[config.mk]
export PLATFORM = sky130hd
export DESIGN_NAME = twha_ctrl
export DESIGN_NICKNAME = d
export VERILOG_FILES = /design/src/design/twha_pkg.sv /design/src/design/twha_ctrl.sv
export SDC_FILE = /design/constraint.sdc
export NUM_CORES = 1
export LEC_CHECK = 0
export ABC_AREA = 1
export BUFFER_PORTS_ARGS = -buffer_cell sky130_fd_sc_hd__buf_2
export CORE_MARGIN = 3
export CORE_UTILIZATION = 48
export CTS_CLUSTER_SIZE = 8
export DETAILED_ROUTE_END_ITERATION = 7
export PLACE_DENSITY = 0.76
export RECOVER_POWER = 100
export SYNTH_ARGS = -nofsm -noshare
export SYNTH_HDL_FRONTEND = slang
export SYNTH_SLANG_ARGS = --single-unit
[constraint.sdc]
create_clock -name clock -period 2 [get_ports clock]
set_input_delay 0.2 -clock clock [delete_from_list [all_inputs] [get_ports clock]]
set_output_delay 0.2 -clock clock [all_outputs]
set_load 0.02 [all_outputs]
[src/design/twha_pkg.sv]
`timescale 1ns / 1ps
`default_nettype none
// ---------------------------------------------------------------------------
// twha_pkg
// Shared constants, register indexes and controller/datapath handshake types
// for the two-window histogram anomaly scorer.
// ---------------------------------------------------------------------------
package twha_pkg;

   localparam int DEF_MAX_BINS        = 64;
   localparam int DEF_MAX_PROJECTIONS = 32;
   localparam int DEF_COUNT_WIDTH     = 16;

   localparam int CSR_INDEX_W = 2;
   localparam int CSR_DATA_W  = 24;

   localparam logic [CSR_INDEX_W-1:0] REG_WINDOW_SIZE   = 2'd0;
   localparam logic [CSR_INDEX_W-1:0] REG_BINS_IN_USE   = 2'd1;
   localparam logic [CSR_INDEX_W-1:0] REG_PROJS_IN_USE  = 2'd2;
   localparam logic [CSR_INDEX_W-1:0] REG_EMPTY_BIN_LOG = 2'd3;

   localparam logic [15:0] RST_WINDOW_SIZE   = 16'd256;
   localparam logic [6:0]  RST_BINS_IN_USE   = 7'd64;
   localparam logic [5:0]  RST_PROJS_IN_USE  = 6'd32;
   localparam logic [23:0] RST_EMPTY_BIN_LOG = 24'hF1C0B5;   // -933707

   localparam logic [31:0] LN2_Q32   = 32'd2977044472;
   localparam int          LOG_STEPS = 16;
   localparam int          DIV_STEPS = 32;

   localparam logic KIND_SAMPLE = 1'b0;
   localparam logic KIND_SCALE  = 1'b1;

   typedef struct packed {
      logic accept;
      logic load_scale;
      logic mem_read;
      logic mem_write;
      logic acc_empty;
      logic log_start;
      logic log_step;
      logic log_mul;
      logic acc_log;
      logic advance;
      logic div_step;
      logic emit;
      logic clr_step;
   } twha_cmd_type;

   typedef struct packed {
      logic kind;
      logic in_range;
      logic count_zero;
      logic sample_end;
      logic rsp_free;
      logic clr_last;
      logic window_end;
   } twha_status_type;

endpackage
`default_nettype wire

[src/design/twha_ctrl.sv]
`timescale 1ns / 1ps
`default_nettype none
// ---------------------------------------------------------------------------
// twha_ctrl
// Sequencer: clear sweeps, bin lookup, log iterations, divide and emit.
// ---------------------------------------------------------------------------
module twha_ctrl (
   input  wire                     clock,
   input  wire                     reset,
   input  wire                     req_valid,
   output logic                    req_ready,
   input  twha_pkg::twha_status_type sts,
   output twha_pkg::twha_cmd_type    cmd
);
   import twha_pkg::*;

   localparam logic [3:0] S_CLR    = 4'd0;
   localparam logic [3:0] S_IDLE   = 4'd1;
   localparam logic [3:0] S_DECODE = 4'd2;
   localparam logic [3:0] S_READ   = 4'd3;
   localparam logic [3:0] S_LOG    = 4'd4;
   localparam logic [3:0] S_MUL    = 4'd5;
   localparam logic [3:0] S_ACC    = 4'd6;
   localparam logic [3:0] S_ADV    = 4'd7;
   localparam logic [3:0] S_DIV    = 4'd8;
   localparam logic [3:0] S_EMIT   = 4'd9;

   logic [3:0] state_ff, state_in;
   logic [4:0] cnt_ff, cnt_in;

   always_ff @(posedge clock) begin
      if (reset) begin
         state_ff <= S_CLR;
         cnt_ff   <= '0;
      end else begin
         state_ff <= state_in;
         cnt_ff   <= cnt_in;
      end
   end

   assign req_ready = (state_ff == S_IDLE);

   always_comb begin
      state_in = state_ff;
      cnt_in   = cnt_ff;
      cmd      = '0;
      unique case (state_ff)
         S_CLR: begin
            cmd.clr_step = 1'b1;
            if (sts.clr_last) state_in = S_IDLE;
         end
         S_IDLE: begin
            if (req_valid) begin
               cmd.accept = 1'b1;
               state_in   = S_DECODE;
            end
         end
         S_DECODE: begin
            if (sts.kind == KIND_SCALE) begin
               cmd.load_scale = 1'b1;
               state_in       = S_IDLE;
            end else if (sts.in_range) begin
               cmd.mem_read = 1'b1;
               state_in     = S_READ;
            end else begin
               state_in = S_ADV;
            end
         end
         S_READ: begin
            cmd.mem_write = 1'b1;
            if (sts.count_zero) begin
               cmd.acc_empty = 1'b1;
               state_in      = S_ADV;
            end else begin
               cmd.log_start = 1'b1;
               cnt_in        = '0;
               state_in      = S_LOG;
            end
         end
         S_LOG: begin
            cmd.log_step = 1'b1;
            cnt_in       = cnt_ff + 5'd1;
            if (cnt_ff == 5'(LOG_STEPS - 1)) state_in = S_MUL;
         end
         S_MUL: begin
            cmd.log_mul = 1'b1;
            state_in    = S_ACC;
         end
         S_ACC: begin
            cmd.acc_log = 1'b1;
            state_in    = S_ADV;
         end
         S_ADV: begin
            cmd.advance = 1'b1;
            cnt_in      = '0;
            state_in    = sts.sample_end ? S_DIV : S_IDLE;
         end
         S_DIV: begin
            cmd.div_step = 1'b1;
            cnt_in       = cnt_ff + 5'd1;
            if (cnt_ff == 5'(DIV_STEPS - 1)) state_in = S_EMIT;
         end
         S_EMIT: begin
            if (sts.rsp_free) begin
               cmd.emit = 1'b1;
               state_in = sts.window_end ? S_CLR : S_IDLE;
            end
         end
         default: state_in = S_IDLE;
      endcase
   end

endmodule
`default_nettype wire

==> metrics.md <==
| Metric | Value |
|---|---|
| R2r startpoint | state_ff[2] |
| Tot Pwr | around 1 mW |
| VDD IR max | between 0.5 and 0.6 mV |
| Power Density | approximately 1100 nW/µm² |
| PnR worst setup slack | approximately 0.22 ns |
| Outcome | completed |
| Worst slew pin tran | around 0.58 ns |
| Synth top area cells | dfxtp_1 (23%), nand2_1 (9.6%), inv_1 (8.7%) |
| Synth Cell Area | between 700 and 800 µm² |
| WS Path Type | reg -> out |
| Most frequent CP cell | nor2_1 |
| FILL cells | between 100 and 150 |
| Die area | ~2100 µm² |
| FMAX | about 560 MHz |
| Final net count | 159 |
| Die W | around 46 µm |
| IO buf count | 23 |
| Largest net degree at the start of global routing | 9 |
| Post-synthesis net count | about 130 |
| Min-Delay Path Depth | 2 |
| Syn Inst Count | around 120 |
| Placed inst area | roughly 900 µm² |
| Syn avg cell area | ~6.5 µm² |
| Yosys top cell area share | 0.232 |
| Post-synth top flop | dfxtp_1 |
| Hold endpoint | cnt_ff[4] |
| Multi-input gate area | between 400 and 500 µm² |
| DRC violations left | 0 |
| Ant. Diodes | 0 |
| CP max-delay cell | dfxtp_1 |
| Clk sinks | 9 |
| Layout cell share with drive strength beyond 1 | 0.200 |
| Critical path, cell by cell | nand3_1, nor2_1, inv_1, nor2_1, clkbuf_1 |
| RSZ-0062 raised after global routing | false |
| Hold-fix buffers, CTS | 0 |
| Worst endpoint required time | between 1.5 and 2 ns |
| Worst r2r dst | cnt_ff[4] |
| Via count | 790 |
| Final hold viol count | 0 |
| DP Wirelength | approximately 1400 µm |
| Netlist cell types | 23 |
| CTS tree | built |
| Antenna violations before repair | 0 |
| Place WS | 0.378 ns |
| Register area share after synthesis | 0.232 |
| GP Congestion | a little under 0.9 |
| Post-synth EDFFs | 0 |
| Post-CTS setup buffer count | 0 |
| CP Capture Type | output pin |
| Initial DRC Count | 16 |
| Worst Skew | about 0.0095 ns |
| Die height | 46.3 µm |
| CTS clk-pin slew, worst paths | around 0.07 ns |
| Initial Util | 0.550 |
| Gr usage total | 0.188 |
| Max_slew headroom | 0.610 |
| Pre-Repair DR Iteration Count | 4 |
| First-pass GRT wire length | between 2000 and 3000 µm |
| Crit Path Max Fanout | 7 |
| # rows | 13 |
| Register area | roughly 180 µm² |
| Hold Crit Start | reset |
| Peak per-stage delay on the critical path | around 0.53 ns |
| Max Root-Sink Buffers | 2 |
| Reg2Reg Depth | 6 |
| Via density per instance | approximately 5 |
| Reg-to-reg slack, setup | around 0.36 ns |
| Synth Register Bits | 9 |
| Clk_lat worst skew | between 0.2 and 0.3 ns |
| Root buf cell | clkbuf_4 |
| Leak pwr | between 0.4 and 0.5 nW |
| Htree depth | 1 |
| Synth cell count leaders | nand2_1 (20), inv_1 (18), nor2_1 (18), nand3_1 (11), dfxtp_1 (9) |
| Post-layout util | 0.632 |
| Post-synthesis async set-or-reset flop share | 0 |
| GRT overflow | 0 |
| Most numerous cell in the Yosys netlist | nand2_1 |
| Max cap viols | 0 |
| Number of global-route vias before repair | 671 |
| Final Setup Violations | 0 |
| Synth area leader | dfxtp_1 |
| CTS buffer count | 3 |
| Tcrit/Tclk final | 0.890 |
| PostCTS Resize Cnt | 0 |
| Core footprint | approximately 1400 µm² |
| WL per Instance | around 11 µm |
| Syn-to-layout area delta | 15.0% |
| Final wirelength | 1760 µm |
| Final instance area | 895 µm² |
| Final slew viol count | 0 |
| Post-route ant nets | 0 |
| Setup TNS | 0 ns |
| Yosys Warn Count | 0 |
| Worst min path class | in -> reg |
| Final min period | approximately 1.8 ns |
| Worst EP arrival | 1.58 ns |
| Type of origin of the critical path | flop |
| Ports | 24 |
[final cells by class]
type,count,share of cell area
inverters,22,0.0951
flip-flops and latches,9,0.201
well taps,15,0.0210
repair buffers,23,0.116
clock buffers,4,0.0294
multi-input cells,87,0.537
[sequential cells by signal, summed over array words and instances (netlist names)]
register	flops
state_ff	4
cnt_ff	5
[metrics by stage]
stage / hold WS (ns) / instances
2_1_floorplan: 0.425 / 119
3_3_place_gp: 0.464 / 156
3_5_place_dp: 0.473 / 156
4_1_cts: 0.192 / 160
5_1_grt: 0.188 / 160
6_report: 0.199 / 160
[layout by cell type, fill, tap and decap left out, types with 2 or more instances in the layout]
cell type  count
nand3b_1       3
ha_1           3
nor2_1        22
nor2_4         2
o21ai_0        6
nand2_4        6
nand2_1       20
nand3_1       11
dfxtp_1        9
inv_1         20
clkbuf_1      10
xor2_1         2
buf_2         14
clkbuf_4       3
a21oi_1        6
[metal layers]
metal	vias up	global-route usage	routed length, µm
met5	-	0	0
met4	0	0.0852	27
met3	3	0.0352	72
li1	421	-	-
met2	16	0.316	834
met1	350	0.227	825
[report_power, final]
part           leakage [nW]  internal, mW  total [mW]  switching [mW]
sequential           0.0732         0.215       0.277          0.0619
clock                0.0150        0.0771       0.145          0.0681
combinational         0.389         0.186       0.570           0.384
[worst max-delay path, delay by kind of cell (launching register included)]
kind	cells	cell delay, ns
buf+inv	2	0.32
flops	1	0.53
simple gates	3	0.46
[logic make-up (layout without fill, tap and decap cells)]
family,count (synthesis),count (layout),share of synthesized area
DFF,9,9,0.232
adders and majority gates,3,3,0.0482
buffers and inverters,23,49,0.114
AOI/OAI and AO/OA,14,14,0.103
xor gates and xnor gates,2,2,0.0225
and+or+nand+nor,68,68,0.481
[how the worst max path moves through the flow]
stage	startpoint	cells past startpoint	slack (ns)	end
6_report	state_ff[1]	5	0.22	cmd[11]
5_1_grt	state_ff[1]	5	0.13	cmd[11]
4_1_cts	state_ff[1]	5	0.30	cmd[11]
3_5_place_dp	cnt_ff[0]	11	0.38	state_ff[0]
3_3_place_gp	cnt_ff[0]	11	0.49	state_ff[0]
2_1_floorplan	cnt_ff[0]	11	0.55	state_ff[0]
Power figures use the tool's default switching activity.
